**src/sv/tic_pkg.sv**
```systemverilog
// ----------------------------------------------------------------------------
// tic_pkg - Thumb instruction classifier package
// Form codes, group codes and the result record shared by the decoder and the
// top level.
// ----------------------------------------------------------------------------
package tic_pkg;

  localparam int unsigned HalfwordWidth = 16;
  localparam int unsigned FormWidth     = 7;

  // Major group, instruction bits 15..13
  typedef enum logic [2:0] {
    GRP_SHIFT_ADDSUB = 3'd0,
    GRP_IMMEDIATE    = 3'd1,
    GRP_ALU_LDST_REG = 3'd2,
    GRP_LDST_WORD_B  = 3'd3,
    GRP_LDST_HALF_SP = 3'd4,
    GRP_MISC         = 3'd5,
    GRP_MULTI_COND   = 3'd6,
    GRP_BRANCH       = 3'd7
  } group_t;

  typedef enum logic [FormWidth-1:0] {
    FORM_UNDEFINED      = 7'd0,
    FORM_LSL1           = 7'd1,
    FORM_LSR1           = 7'd2,
    FORM_ASR1           = 7'd3,
    FORM_ADD1           = 7'd4,
    FORM_ADD3           = 7'd5,
    FORM_SUB1           = 7'd6,
    FORM_SUB3           = 7'd7,
    FORM_MOV2           = 7'd8,
    FORM_ADD2           = 7'd9,
    FORM_CMP1           = 7'd10,
    FORM_MOV1           = 7'd11,
    FORM_SUB2           = 7'd12,
    FORM_LDR3           = 7'd13,
    FORM_STR2           = 7'd14,
    FORM_STRH2          = 7'd15,
    FORM_STRB2          = 7'd16,
    FORM_LDRSB          = 7'd17,
    FORM_LDR2           = 7'd18,
    FORM_LDRH2          = 7'd19,
    FORM_LDRB2          = 7'd20,
    FORM_LDRSH          = 7'd21,
    FORM_ADC            = 7'd22,
    FORM_ADD4           = 7'd23,
    FORM_AND            = 7'd24,
    FORM_ASR2           = 7'd25,
    FORM_BIC            = 7'd26,
    FORM_BLX2           = 7'd27,
    FORM_BX             = 7'd28,
    FORM_CMN            = 7'd29,
    FORM_CMP2           = 7'd30,
    FORM_CMP3           = 7'd31,
    FORM_EOR            = 7'd32,
    FORM_LSL2           = 7'd33,
    FORM_LSR2           = 7'd34,
    FORM_MOV3           = 7'd35,
    FORM_MUL            = 7'd36,
    FORM_MVN            = 7'd37,
    FORM_NEG            = 7'd38,
    FORM_ORR            = 7'd39,
    FORM_ROR            = 7'd40,
    FORM_SBC            = 7'd41,
    FORM_TST            = 7'd42,
    FORM_STR1           = 7'd43,
    FORM_LDR1           = 7'd44,
    FORM_STRB1          = 7'd45,
    FORM_LDRB1          = 7'd46,
    FORM_STRH1          = 7'd47,
    FORM_LDRH1          = 7'd48,
    FORM_STR3           = 7'd49,
    FORM_LDR4           = 7'd50,
    FORM_ADD5           = 7'd51,
    FORM_ADD6           = 7'd52,
    FORM_ADD7           = 7'd53,
    FORM_SUB4           = 7'd54,
    FORM_PUSH           = 7'd55,
    FORM_BKPT           = 7'd56,
    FORM_POP            = 7'd57,
    FORM_STMIA          = 7'd58,
    FORM_LDMIA          = 7'd59,
    FORM_SWI            = 7'd60,
    FORM_B1             = 7'd61,
    FORM_B2             = 7'd62,
    FORM_BLX1           = 7'd63,
    FORM_BL_BLX1_PREFIX = 7'd64,
    FORM_BL             = 7'd65
  } form_t;

  // Result record, packed as it leaves on the stream: form low, flag above
  typedef struct packed {
    logic  is_undefined;
    form_t instruction_form;
  } result_t;

endpackage

```
**src/sv/tic_decoder.sv**
```systemverilog
// ----------------------------------------------------------------------------
// tic_decoder - Thumb halfword form decoder
// Pure combinational classification of one halfword into its form code.
// ----------------------------------------------------------------------------
module tic_decoder
  import tic_pkg::*;
(
  input  logic [HalfwordWidth-1:0] halfword,
  output result_t                  result
);

  form_t  form;
  group_t grp;
  logic [1:0] op;

  assign grp = group_t'(halfword[15:13]);
  assign op  = halfword[12:11];

  always_comb begin
    form = FORM_UNDEFINED;
    case (grp)
      GRP_SHIFT_ADDSUB: begin
        case (op)
          2'd0:    form = FORM_LSL1;
          2'd1:    form = FORM_LSR1;
          2'd2:    form = FORM_ASR1;
          default: begin
            // MOV2 encoding falls under ADD1 here
            case (halfword[10:9])
              2'b10:   form = FORM_ADD1;
              2'b00:   form = FORM_ADD3;
              2'b11:   form = FORM_SUB1;
              default: form = FORM_SUB3;
            endcase
          end
        endcase
      end
      GRP_IMMEDIATE: begin
        case (op)
          2'd0:    form = FORM_MOV1;
          2'd1:    form = FORM_CMP1;
          2'd2:    form = FORM_ADD2;
          default: form = FORM_SUB2;
        endcase
      end
      GRP_ALU_LDST_REG: begin
        if (op == 2'd1) begin
          form = FORM_LDR3;
        end else if (halfword[12]) begin
          case (halfword[11:9])
            3'd0:    form = FORM_STR2;
            3'd1:    form = FORM_STRH2;
            3'd2:    form = FORM_STRB2;
            3'd3:    form = FORM_LDRSB;
            3'd4:    form = FORM_LDR2;
            3'd5:    form = FORM_LDRH2;
            3'd6:    form = FORM_LDRB2;
            default: form = FORM_LDRSH;
          endcase
        end else if (!halfword[10]) begin
          case (halfword[9:6])
            4'd0:    form = FORM_AND;
            4'd1:    form = FORM_EOR;
            4'd2:    form = FORM_LSL2;
            4'd3:    form = FORM_LSR2;
            4'd4:    form = FORM_ASR2;
            4'd5:    form = FORM_ADC;
            4'd6:    form = FORM_SBC;
            4'd7:    form = FORM_ROR;
            4'd8:    form = FORM_TST;
            4'd9:    form = FORM_NEG;
            4'd10:   form = FORM_CMP2;
            4'd11:   form = FORM_CMN;
            4'd12:   form = FORM_ORR;
            4'd13:   form = FORM_MUL;
            4'd14:   form = FORM_BIC;
            default: form = FORM_MVN;
          endcase
        end else begin
          case (halfword[9:8])
            2'd0:    form = FORM_ADD4;
            2'd1:    form = FORM_CMP3;
            2'd2:    form = FORM_MOV3;
            default: form = halfword[7] ? FORM_BLX2 : FORM_BX;
          endcase
        end
      end
      GRP_LDST_WORD_B: begin
        case (op)
          2'd0:    form = FORM_STR1;
          2'd1:    form = FORM_LDR1;
          2'd2:    form = FORM_STRB1;
          default: form = FORM_LDRB1;
        endcase
      end
      GRP_LDST_HALF_SP: begin
        case (op)
          2'd0:    form = FORM_STRH1;
          2'd1:    form = FORM_LDRH1;
          2'd2:    form = FORM_STR3;
          default: form = FORM_LDR4;
        endcase
      end
      GRP_MISC: begin
        case (op)
          2'd0: form = FORM_ADD5;
          2'd1: form = FORM_ADD6;
          2'd2: begin
            if (halfword[10:7] == 4'd0)       form = FORM_ADD7;
            else if (halfword[10:7] == 4'd1)  form = FORM_SUB4;
            else if (halfword[10:9] == 2'b10) form = FORM_PUSH;
            else                              form = FORM_UNDEFINED;
          end
          default: begin
            case (halfword[10:8])
              3'd6:       form = FORM_BKPT;
              3'd4, 3'd5: form = FORM_POP;
              default:    form = FORM_UNDEFINED;
            endcase
          end
        endcase
      end
      GRP_MULTI_COND: begin
        if (op == 2'd0)                    form = FORM_STMIA;
        else if (op == 2'd1)               form = FORM_LDMIA;
        else if (halfword[12:8] == 5'h1F)  form = FORM_SWI;
        else if (halfword[12:8] == 5'h1E)  form = FORM_UNDEFINED; // cond AL: undef space
        else                               form = FORM_B1;
      end
      default: begin
        case (op)
          2'd0:    form = FORM_B2;
          2'd1:    form = FORM_BLX1;
          2'd2:    form = FORM_BL_BLX1_PREFIX;
          default: form = FORM_BL;
        endcase
      end
    endcase
  end

  assign result.instruction_form = form;
  assign result.is_undefined     = (form == FORM_UNDEFINED);

endmodule

```
**src/sv/thumb_instruction_classifier_unit.sv**
```systemverilog
// ----------------------------------------------------------------------------
// thumb_instruction_classifier_unit - Thumb instruction form classifier
// Streams 16-bit Thumb halfwords in and one form code per halfword out.
// ----------------------------------------------------------------------------
// Takes one Thumb halfword per item on the slave stream and returns one item
// per halfword on the master stream, in order, carrying the instruction form
// code (0 = undefined, 1..65 = named forms) and an undefined flag. The unit
// sustains one item per clock while the output is not stalled: the halfword
// lands in an input register, the decoder sits between that register and the
// result register, and tvalid rises once the result register loads the
// decoded item. Both registers hand off in the same cycle, so a result
// stalled at the output still lets one more halfword be taken into the input
// register. No state persists between items; reset only empties the two
// stages.
module thumb_instruction_classifier_unit
  import tic_pkg::*;
(
  input  logic        clk,
  input  logic        rst,
  // Slave stream. tdata: [15:0] instruction_halfword
  input  logic        s_axis_tvalid,
  output logic        s_axis_tready,
  input  logic [15:0] s_axis_tdata,
  // Master stream. tdata: [6:0] instruction_form, [7] is_undefined
  output logic        m_axis_tvalid,
  input  logic        m_axis_tready,
  output logic [7:0]  m_axis_tdata
);

  // Input stage
  logic                     in_valid;
  logic [HalfwordWidth-1:0] in_data;
  // Result stage
  logic                     out_valid;
  result_t                  out_data;

  result_t dec_res;
  logic    out_ready;   // result stage can take a new item this cycle
  logic    in_ready;    // input stage can take a new item this cycle

  assign out_ready = !out_valid || m_axis_tready;
  assign in_ready  = !in_valid || out_ready;

  tic_decoder u_dec (
    .halfword (in_data),
    .result   (dec_res)
  );

  // Input register: refills whenever its item moves on or it is empty
  always_ff @(posedge clk) begin
    if (rst) begin
      in_valid <= 1'b0;
    end else if (in_ready) begin
      in_valid <= s_axis_tvalid;
    end
  end

  always_ff @(posedge clk) begin
    if (in_ready && s_axis_tvalid) begin
      in_data <= s_axis_tdata;
    end
  end

  // Result register
  always_ff @(posedge clk) begin
    if (rst) begin
      out_valid <= 1'b0;
    end else if (out_ready) begin
      out_valid <= in_valid;
    end
  end

  always_ff @(posedge clk) begin
    if (out_ready && in_valid) begin
      out_data <= dec_res;
    end
  end

  assign s_axis_tready = in_ready;
  assign m_axis_tvalid = out_valid;
  assign m_axis_tdata  = out_data;

  // --------------------------------------------------------------------------
  // Assertions
  // --------------------------------------------------------------------------
  a_flag_matches_form : assert property (@(posedge clk) disable iff (rst)
    out_valid |-> (out_data.is_undefined == (out_data.instruction_form == FORM_UNDEFINED)))
    else $error("undefined flag disagrees with form code");

  a_mov2_shadowed : assert property (@(posedge clk) disable iff (rst)
    out_valid |-> (out_data.instruction_form != FORM_MOV2))
    else $error("MOV2 reported although shadowed by ADD1");

  a_form_in_range : assert property (@(posedge clk) disable iff (rst)
    out_valid |-> (out_data.instruction_form <= FORM_BL))
    else $error("form code out of range");

  a_stage_handoff : assert property (@(posedge clk) disable iff (rst)
    (in_valid && out_ready) |=> (out_valid && (out_data == $past(dec_res))))
    else $error("decoded item lost between stages");

  a_accept_fills_input : assert property (@(posedge clk) disable iff (rst)
    (s_axis_tvalid && s_axis_tready) |=> (in_valid && (in_data == $past(s_axis_tdata))))
    else $error("accepted halfword not captured");

endmodule

```
**config.mk**
```make
export PLATFORM = sky130hd
export DESIGN_NAME = thumb_instruction_classifier_unit
export DESIGN_NICKNAME = d
export VERILOG_FILES = /design/src/sv/tic_pkg.sv /design/src/sv/tic_decoder.sv /design/src/sv/thumb_instruction_classifier_unit.sv
export SDC_FILE = /design/constraint.sdc
export NUM_CORES = 1
export LEC_CHECK = 0
export BUFFER_PORTS_ARGS = -buffer_cell sky130_fd_sc_hd__buf_4
export CORE_UTILIZATION = 37
export DETAILED_ROUTE_END_ITERATION = 6
export GPL_TIMING_DRIVEN = 0
export PLACE_DENSITY = 0.62
export SETUP_SLACK_MARGIN = 0.4
export SLEW_MARGIN = 5
export SYNTH_ARGS = -nofsm -noshare
export SYNTH_HDL_FRONTEND = slang
export SYNTH_HIERARCHICAL = 1
export SYNTH_SLANG_ARGS = --single-unit
```
**constraint.sdc**
```tcl
create_clock -name clk -period 6.2 [get_ports clk]
set_clock_uncertainty 0.1 [all_clocks]
set_input_delay 0 -clock clk [delete_from_list [all_inputs] [get_ports clk]]
set_output_delay 0 -clock clk [all_outputs]
set_load 0.02 [all_outputs]
```
=== Word level (Yosys, flattened, before mapping) ===
Memory sizes are Yosys's and may differ from the RTL's. A register that Yosys moved wholly into a read port is not among the register bits.
Index checks and enable logic that the tools add are counted.

* Word-level logic and storage cells: 67
* Input port bits: 20
* Output and inout bits: 10
* Register bits after elaboration: 26
* Memories kept: 1
* Memory bits (writable): 0
* Latch bits: 0
* Memory bits (read-only): 96

* Multiply operators: 0
* Reductions and logical operators: 14
* Muxes and demuxes: 23
* Eq/ne operators: 24
* Magnitude comparators: 0
* Bitwise logic cells: 0
* Add/subtract/negate cells: 0
* Shift operators: 0
* Div/mod/pow operators: 0

{| class="wikitable"
|+ Memories
! memory !! words !! width !! rd ports !! clocked after memory_dff !! wr ports !! RTL line !! text
|-
| (name not given) || 16 || 6 || 1 || 1 || 0 || tic_decoder.sv:61 || <nowiki>case (halfword[9:6])</nowiki>
|}

{| class="wikitable"
|+ Operators with widths
! operator !! number
|-
| 7-bit one-hot mux with 3 select lines || 4
|-
| 7-bit 2-to-1 mux || 8
|-
| 7-bit one-hot mux with 7 select lines || 1
|-
| 5-bit one-hot mux with 7 select lines || 1
|-
| 3-bit == test, second input constant || 9
|-
| 3-bit one-hot mux with 3 select lines || 2
|-
| 5-bit one-hot mux with 3 select lines || 1
|-
| 3-bit by 2-bit == test with 1-bit output, second input constant || 4
|-
| 6-bit 2-to-1 mux || 2
|-
| 6-bit one-hot mux with 2 select lines || 1
|-
| 5-bit == test, second input constant || 2
|-
| 2-bit == test, second input constant || 4
|-
| 7-bit zero test || 1
|-
| 3-bit by 1-bit == test with 1-bit output, second input constant || 2
|-
| 2-bit zero test || 3
|-
| 3-bit zero test || 2
|-
| 2-bit one-hot mux with 3 select lines || 1
|-
| 2-bit by 1-bit == test with 1-bit output, second input constant || 2
|-
| 4-bit by 1-bit == test with 1-bit output, second input constant || 1
|-
| 4-bit zero test || 1
|-
| 4-bit 2-to-1 mux || 1
|-
| 3-bit 2-to-1 mux || 1
|-
| 1-bit logical AND || 2
|-
| 1-bit zero test || 2
|-
| other kinds (2) || 3
|}

=== Logic depth before layout (Yosys ltp) ===
Gate-level depths: netlist of the first run.

* Word-level depth: 7
* Mapped depth: 9
* Gate-level depth less buffers: 8

=== Cells and area by module ===
The synthesis of the first run kept the hierarchy.

{| class="wikitable"
|+ By module, submodules not included
! module !! sequential area each (um^2) !! cells an instance !! area an instance (um^2) !! instances
|-
| tic_decoder || 0.0 || 153 || 1097.3 || 1
|-
| thumb_instruction_classifier_unit || 760.7 || 34 || 824.5 || 1
|}

=== Worst setup path after synthesis of the first run ===
Ideal clock, no wire load.

* Path type: register to register
* Start: reg in_data[12]
* End: reg out_data (netlist bit m_axis_tdata[7]) (data pin)
* Stages on the path, launching flop included: 9
* Library setup time: 0.170 ns
* Data required time: 5.930 ns
* Arrival: 2.009 ns
* Slack: 3.921 ns
* Path buffers: 1
* Period minus slack after synthesis: 2.279 ns
* Cells stage by stage: edfxtp_1 inv_1 ha_1 dlymetal6s2s_1 or3_1 a32o_1 a211oi_2 nand4b_1 nor4_2

{| class="wikitable"
|+ RTL lines
! item !! RTL line !! text
|-
| start, declared || thumb_instruction_classifier_unit.sv:32 || <nowiki>logic [HalfwordWidth-1:0] in_data;</nowiki>
|-
| start signal, assigned || thumb_instruction_classifier_unit.sv:60 || <nowiki>in_data <= s_axis_tdata;</nowiki>
|-
| end signal, assigned || thumb_instruction_classifier_unit.sv:75 || <nowiki>out_data <= dec_res;</nowiki>
|-
| end, declared || thumb_instruction_classifier_unit.sv:35 || <nowiki>result_t out_data;</nowiki>
|}

==> impl_metrics.env, run 1 <==
export IMPL_status="complete, but fails checks"
export IMPL_failed_checks="DRC"
export IMPL_max_stage_delay_ps=480
export IMPL_dp_cells=256
export IMPL_fin_cells=273
export IMPL_multi_input_area_um2=990
export IMPL_critPathTopFamily="simple AND/OR/NAND/NOR gates"
export IMPL_cts_setup_buffers=0
export IMPL_layout_commonest_cell="buf_4"
export IMPL_final_area_um2=2180
export IMPL_yosys_warnings=6
export IMPL_r2r_slack_ps=3580
export IMPL_dpl_hpwl_mm=2.87
export IMPL_syn_to_final_growth_pct=25.2
export IMPL_via_per_inst=5.64
export IMPL_fp_dieH_um=70.6
export IMPL_crit_required_ps=6210
export IMPL_critPathBufInv=2
export IMPL_synth_fp_nets=214
export IMPL_num_rows=24
export IMPL_dr_first_iter_drc_count=103
export IMPL_slew_violations=0
export IMPL_fin_nets=255
export IMPL_die_w_um=70.6
export IMPL_clk_path_buf_depth=2
export IMPL_grt_pass1_wl_mm=6.78
export IMPL_place_area_um2=1980
export IMPL_cp_arrival_ps=2630
export IMPL_clk_pin_slew_worst_paths_ps=80
export IMPL_clock_latency_ps=270
export IMPL_crit_chain="inv_1 > ha_1 > dlymetal6s2s_1 > or3_1 > a32o_1 > a21oi_1 > nand2_1 > nor4_2"
export IMPL_worstPathMaxFanout=10
export IMPL_io_buffers=23
export IMPL_cts_tree="yes"
export IMPL_period_needed_ps=2620
export IMPL_relSlewSlack=0.695
export IMPL_min_path_type="in2reg"
export IMPL_synth_area_um2=1740
export IMPL_worst_slack_ps=3580
export IMPL_rsz0062_at_grt="false"
export IMPL_cts_root_buf="clkbuf_8"
export IMPL_slowest_stage="edfxtp_1"
export IMPL_fin_crit_sh=0.423
export IMPL_cts_resized=0
export IMPL_setup_violations=0
export IMPL_hold_worst_slack_ps=70.8
export IMPL_numCtsBuffers=3
export IMPL_fmax_ghz=0.381
export IMPL_post_route_util=0.491
export IMPL_dieArea_um2=4990
export IMPL_place_congestion=0.911
export IMPL_leakage_nw=0.923
export IMPL_critPathKind="reg2reg"
export IMPL_coreArea_um2=4440
export IMPL_power_mw=0.405
export IMPL_io_pins=30
export IMPL_antenna_found_initial=0
export IMPL_peakVddDrop_uv=105
export IMPL_drtAntennaViolNets=0
export IMPL_synth_avg_cell_area_um2=9.62
export IMPL_htreeDepth=1
export IMPL_power_density_nw_per_um2=186
export IMPL_first_pass_iters=6
export IMPL_diodes=0
export IMPL_track_usage=0.173
export IMPL_syn_inst=181
export IMPL_cap_violations=0
export IMPL_post_place_ws_ps=3630
export IMPL_final_cell_mix="buf_4 (25), edfxtp_1 (18), nor2_1 (15), a21oi_1 (14)"
export IMPL_cts_num_sinks=20
export IMPL_worst_slew_pin_slew_ps=451
export IMPL_drt_wl_total_mm=4.18
export IMPL_fill_cells=427
export IMPL_vias=1540
export IMPL_overflow=0
export IMPL_crit_path_end_kind="flop"
export IMPL_ff_latch_area_um2=581
export IMPL_finalHoldViolCount=0
export IMPL_drive_gt1_frac=0.240
export IMPL_start_util=0.392
export IMPL_grt_max_degree=13
export IMPL_start_kind="flop"
export IMPL_first_global_vias=1486
export IMPL_post_route_drc_count=6
export IMPL_routedWlPerCell_um=15.3
export IMPL_totalNegativeSetupSlack_ps=0
## sequential cells by signal (all words and copies together) (netlist names)
name           cells
in_valid           1
in_data           10
m_axis_tvalid      1
m_axis_tdata       8
## layer usage
layer | track usage | vias to the layer above | routed length, um
met5 | 0 | - | 0
li1 | - | 750 | -
met2 | 0.280 | 70 | 1930
met3 | 0.0328 | 12 | 260
met4 | 0.0867 | 0 | 92
met1 | 0.221 | 708 | 1900
## layout make-up
cell class,count,share of cell area
Multi-Input combinational cell,138,0.454
Sequential cell,20,0.266
Timing Repair Buffer,36,0.139
Buffer,13,0.0614
Tap cell,52,0.0298
Clock buffer,3,0.0189
Inverter,10,0.0172
Clock inverter,1,0.0138
## timing repair
action                     CTS  global route
setup endpoints to repair    0             0
hold buffers                13             0
hold endpoints to repair    12             0
## worst paths after layout
kind	to	cells after the start	start
worst max register to register	m_axis_tdata[7]$_DFFE_PP_	8	in_data[12]$_DFFE_PP_
worst min-delay path	in_data[15]$_DFFE_PP_	2	s_axis_tvalid
worst min register to register	m_axis_tvalid$_SDFFE_PP0P_	2	in_valid$_SDFFE_PP0P_
worst max-delay path	m_axis_tdata[7]$_DFFE_PP_	8	in_data[12]$_DFFE_PP_
## report_power, final
group          switching (mW)  internal (mW)
clock                  0.0506         0.0864
sequential            0.00687          0.157
combinational          0.0553         0.0486
No activity file was read; power rests on OpenSTA's default activity.
==> run 2: changes to the inputs <==
Settings changed: PLACE_DENSITY 0.62 to 0.64.
Clock period 6.2 ns to 2.4 ns, I/O delays scaled along.
==> impl_metrics.env, run 2 (synthesis results as in run 1) <==
export IMPL_status="complete, but fails checks"
export IMPL_failed_checks="DRC"
export IMPL_hold_worst_slack_ps=84.5
export IMPL_first_pass_iters=6
export IMPL_max_stage_delay_ps=560
export IMPL_worst_slack_ps=141
export IMPL_worstPathMaxFanout=8
export IMPL_crit_required_ps=2310
export IMPL_critPathTopFamily="simple AND/OR/NAND/NOR gates"
export IMPL_top_register="in_data"
export IMPL_fp_dieH_um=70.6
export IMPL_relSlewSlack=0.751
export IMPL_post_place_ws_ps=-26.2
export IMPL_drt_wl_total_mm=4.44
export IMPL_grt_pass1_wl_mm=7.29
export IMPL_largest_reg_flops=10
export IMPL_fin_cells=291
export IMPL_clk_path_buf_depth=2
export IMPL_start_kind="flop"
export IMPL_drive_gt1_frac=0.368
export IMPL_fin_nets=273
export IMPL_critPathKind="reg2reg"
export IMPL_reg2reg_to="m_axis_tdata[7]$_DFFE_PP_"
export IMPL_dr_first_iter_drc_count=122
export IMPL_routedWlPerCell_um=15.3
export IMPL_multi_input_area_um2=1060
export IMPL_rr_worst_depth=5
export IMPL_critPathBufInv=0
export IMPL_post_route_drc_count=4
export IMPL_leakage_nw=0.989
export IMPL_power_density_nw_per_um2=412
export IMPL_final_area_um2=2370
export IMPL_place_area_um2=1990
export IMPL_fill_cells=403
export IMPL_start_util=0.392
export IMPL_post_route_util=0.532
export IMPL_antenna_found_initial=0
export IMPL_cts_root_buf="clkbuf_8"
export IMPL_cts_tree="yes"
export IMPL_worst_slew_pin_slew_ps=370
export IMPL_power_mw=0.976
export IMPL_dieArea_um2=4990
export IMPL_slew_violations=0
export IMPL_fmax_ghz=0.443
export IMPL_setup_violations=0
export IMPL_cap_violations=0
export IMPL_vias=1624
export IMPL_overflow=0
export IMPL_rr_startpoint="in_data[13]$_DFFE_PP_"
export IMPL_final_cell_mix="buf_4 (42), edfxtp_1 (18), a21oi_1 (13), dlygate4sd3_1 (13), nor2_1 (13)"
export IMPL_io_buffers=23
export IMPL_coreArea_um2=4440
export IMPL_via_per_inst=5.58
export IMPL_ff_latch_area_um2=581
export IMPL_slowest_stage="or4_1"
export IMPL_htreeDepth=1
export IMPL_diodes=0
export IMPL_track_usage=0.186
export IMPL_drtAntennaViolNets=0
export IMPL_clk_pin_slew_worst_paths_ps=80
export IMPL_crit_path_end_kind="flop"
export IMPL_die_w_um=70.6
export IMPL_cp_arrival_ps=2170
export IMPL_layout_commonest_cell="buf_4"
export IMPL_min_path_type="in2reg"
export IMPL_num_rows=24
export IMPL_crit_chain="or3b_4 > or4_1 > o221a_2 > nand4b_1 > nor4_2"
export IMPL_hold_start="s_axis_tvalid"
export IMPL_numCtsBuffers=3
export IMPL_totalNegativeSetupSlack_ps=0
export IMPL_syn_to_final_growth_pct=35.8
export IMPL_io_pins=30
export IMPL_r2r_slack_ps=140
export IMPL_place_congestion=0.936
export IMPL_rsz0062_at_grt="true"
export IMPL_fin_crit_sh=0.941
export IMPL_peakVddDrop_uv=342
export IMPL_cts_num_sinks=20
export IMPL_hold_end="in_data[15]$_DFFE_PP_"
export IMPL_clock_latency_ps=270
export IMPL_period_needed_ps=2260
export IMPL_first_global_vias=1552
export IMPL_holdPathStages=2
export IMPL_finalHoldViolCount=0
export IMPL_dpl_hpwl_mm=2.90
export IMPL_grt_max_degree=12
export IMPL_dp_cells=256
## run 2: worst max path at each step
stage                          startpoint                         to  slack, ps  cells past startpoint
floorplan           in_data[12]$_DFFE_PP_  m_axis_tdata[7]$_DFFE_PP_        260                      8
global placement    in_data[12]$_DFFE_PP_  m_axis_tdata[7]$_DFFE_PP_        -40                      8
detailed placement  in_data[12]$_DFFE_PP_  m_axis_tdata[7]$_DFFE_PP_        -30                      8
CTS                 in_data[11]$_DFFE_PP_  m_axis_tdata[7]$_DFFE_PP_        110                      7
global route        in_data[11]$_DFFE_PP_  m_axis_tdata[7]$_DFFE_PP_         40                      8
finish              in_data[13]$_DFFE_PP_  m_axis_tdata[7]$_DFFE_PP_        140                      5
## run 2: layout make-up
cell class | count | area share
multi-input cells | 138 | 0.446
flip-flops and latches | 20 | 0.245
repair buffers | 54 | 0.185
plain buffers | 13 | 0.0592
well taps | 52 | 0.0275
clock buffers | 3 | 0.0175
inverters | 10 | 0.0175
clock inverters | 1 | 0.00159
## run 2: where the power goes
group	internal (mW)	switching, mW	total, mW	leakage, nW
combinational	0.158	0.162	0.319	0.776
sequential	0.406	0.0135	0.420	0.189
clock	0.114	0.122	0.237	0.0231
total	0.678	0.298	0.976	0.989
## run 2: routing by layer
metal,routed length (um),track usage,up-vias
met4,103,0.0778,0
met1,1940,0.248,748
met3,266,0.0370,12
li1,-,-,789
met5,0,0,-
met2,2140,0.297,75
## run 2: repair_timing
action / 4_1_cts / 5_1_grt
setup endpoints to repair: 7 / 7
resized for setup: 10 / 6
endpoints found under the hold margin: 12 / 0
hold buffers: 13 / 0
setup buffers: 13 / 5
pin swaps: 4 / 5
## run 2: worst reg2reg max path, delay by kind of cell (launching register included)
| kind | cells | cell delay, ps |
|---|---|---|
| AOI/OAI and AO/OA | 1 | 170 |
| DFF | 1 | 520 |
| and+or+nand+nor | 4 | 1220 |
==> run 3: changes to the inputs <==
Settings changed: CORE_UTILIZATION 37 to 40, PLACE_DENSITY 0.64 to 0.68.
==> impl_metrics.env, run 3 (synthesis results as in run 1) <==
export IMPL_status="finished, final reports clean"
export IMPL_comb_power_share=0.323
export IMPL_slowest_stage="edfxtp_1"
export IMPL_final_area_um2=2350
export IMPL_leakage_nw=0.977
export IMPL_vias=1598
export IMPL_worst_slew_pin_slew_ps=352
export IMPL_fmax_ghz=0.444
export IMPL_diodes=0
export IMPL_crit_path_end_kind="flop"
export IMPL_rr_worst_depth=8
export IMPL_slew_violations=0
export IMPL_routedWlPerCell_um=15.4
export IMPL_track_usage=0.195
export IMPL_grt_max_degree=12
export IMPL_overflow=0
export IMPL_setup_violations=0
export IMPL_start_kind="flop"
export IMPL_first_pass_iters=5
export IMPL_rsz0062_at_grt="true"
export IMPL_clock_latency_ps=270
export IMPL_coreArea_um2=4090
export IMPL_cts_num_sinks=20
export IMPL_clkPwrFrac=0.240
export IMPL_critPathBufInv=2
export IMPL_critPathTopFamily="simple AND/OR/NAND/NOR gates"
export IMPL_fp_dieH_um=68.0
export IMPL_peakVddDrop_uv=367
export IMPL_relSlewSlack=0.763
export IMPL_rr_startpoint="in_data[11]$_DFFE_PP_"
export IMPL_power_mw=0.963
export IMPL_fill_cells=362
export IMPL_post_route_drc_count=0
export IMPL_fin_crit_sh=0.938
export IMPL_seqPwrFrac=0.437
export IMPL_max_stage_delay_ps=440
export IMPL_multi_input_area_um2=1070
export IMPL_cts_root_buf="clkbuf_8"
export IMPL_critPathKind="reg2reg"
export IMPL_cp_arrival_ps=2250
export IMPL_finalHoldViolCount=0
export IMPL_first_global_vias=1477
export IMPL_fin_nets=268
export IMPL_power_density_nw_per_um2=410
export IMPL_holdPathStages=2
export IMPL_period_needed_ps=2250
export IMPL_io_buffers=23
export IMPL_min_path_type="in2reg"
export IMPL_dr_first_iter_drc_count=101
export IMPL_via_per_inst=5.63
export IMPL_die_w_um=68.0
export IMPL_crit_chain="inv_2 > ha_4 > buf_6 > or3_1 > a32o_2 > a211oi_2 > nand4b_1 > nor4_2"
export IMPL_p_sw_mw=0.293
export IMPL_start_util=0.426
export IMPL_largest_reg_flops=10
export IMPL_clk_path_buf_depth=2
export IMPL_drive_gt1_frac=0.355
export IMPL_ff_latch_area_um2=581
export IMPL_num_rows=23
export IMPL_hold_start="s_axis_tvalid"
export IMPL_hold_worst_slack_ps=82.5
export IMPL_dieArea_um2=4620
export IMPL_place_congestion=0.895
export IMPL_syn_to_final_growth_pct=34.8
export IMPL_io_pins=30
export IMPL_r2r_slack_ps=150
export IMPL_numCtsBuffers=3
export IMPL_final_cell_mix="buf_4 (35), edfxtp_1 (18), nor2_1 (14), a21oi_1 (13), dlygate4sd3_1 (13)"
export IMPL_place_area_um2=1990
export IMPL_swShare=0.304
export IMPL_htreeDepth=1
export IMPL_clk_pin_slew_worst_paths_ps=80
export IMPL_cap_violations=0
export IMPL_drt_wl_total_mm=4.36
export IMPL_cts_tree="yes"
export IMPL_worstPathMaxFanout=7
export IMPL_crit_required_ps=2390
export IMPL_drtAntennaViolNets=0
export IMPL_reg2reg_to="m_axis_tdata[7]$_DFFE_PP_"
export IMPL_grt_pass1_wl_mm=6.64
export IMPL_dpl_hpwl_mm=2.94
export IMPL_antenna_found_initial=0
export IMPL_hold_end="in_data[15]$_DFFE_PP_"
export IMPL_internal_power_mw=0.670
export IMPL_top_register="in_data"
export IMPL_layout_commonest_cell="buf_4"
[run 3: changes by cell type in the layout (fill, tap and decap cells not counted), moves of 2 or more]
cell	delta
o21ai_0	-2
buf_6	+3
buf_4	-7
nor2_2	-2
[run 3: area by class of cell]
class	count	share of cell area
Clock inverter	1	0.00160
Clock buffer	3	0.0176
Multi-Input combinational cell	138	0.458
Buffer	13	0.0581
Timing Repair Buffer	49	0.174
Inverter	10	0.0176
Sequential cell	20	0.247
Tap cell	50	0.0266
[run 3: worst max-delay path by stage]
stage | slack (ps) | start | end | cells past startpoint
5_1_grt | 50 | in_data[10]$_DFFE_PP_ | m_axis_tdata[7]$_DFFE_PP_ | 9
3_3_place_gp | -60 | in_data[12]$_DFFE_PP_ | m_axis_tdata[7]$_DFFE_PP_ | 8
3_5_place_dp | -5 | in_data[12]$_DFFE_PP_ | m_axis_tdata[7]$_DFFE_PP_ | 8
4_1_cts | 170 | in_data[13]$_DFFE_PP_ | m_axis_tdata[7]$_DFFE_PP_ | 5
2_1_floorplan | 260 | in_data[12]$_DFFE_PP_ | m_axis_tdata[7]$_DFFE_PP_ | 8
6_report | 150 | in_data[11]$_DFFE_PP_ | m_axis_tdata[7]$_DFFE_PP_ | 8
[run 3: power by group through the flow]
stage / logic [mW] / clock network (mW) / registers, mW
after detailed placement: 0.248 / 0 / 0.433
after CTS: 0.288 / 0.236 / 0.421
after global placement: 0.249 / 0 / 0.432
after floorplan: 0.166 / 0 / 0.442
final: 0.311 / 0.231 / 0.421
after global routing: 0.334 / 0.253 / 0.423
[run 3: worst reg2reg max path, delay by kind of cell, from the launching register on]
| family | cells | cell delay [ps] |
|---|---|---|
| simple gates | 3 | 660 |
| compound gates | 2 | 490 |
| flops | 1 | 440 |
| buf+inv | 2 | 220 |
| fa+ha+maj | 1 | 170 |
[run 3: metrics by stage]
step / worst slack, ps / util / std cells / setup TNS [ps]
floorplan: 259 / - / 181 / 0
global placement: -61.6 / 0.487 / 254 / -61.6
detailed placement: -5.44 / 0.487 / 254 / -5.44
CTS: 174 / 0.555 / 282 / 0
global route: 46.0 / 0.575 / 284 / 0
finish: 149 / 0.575 / 284 / 0
[run 3: per-layer routing]
metal	wire, um	part of all wire	GRT usage
met5	0	0	0
met4	134	0.031	0.102
met3	332	0.076	0.0317
met2	2030	0.47	0.316
met1	1860	0.43	0.247
[run 3: timing repair]
item / CTS / global route
buffers inserted: 11 / 2
pin swaps: 2 / 3
setup endpoints to repair: 7 / 7
hold endpoints to repair: 12 / 0
hold buffers: 13 / 0
gates resized for setup: 6 / 16
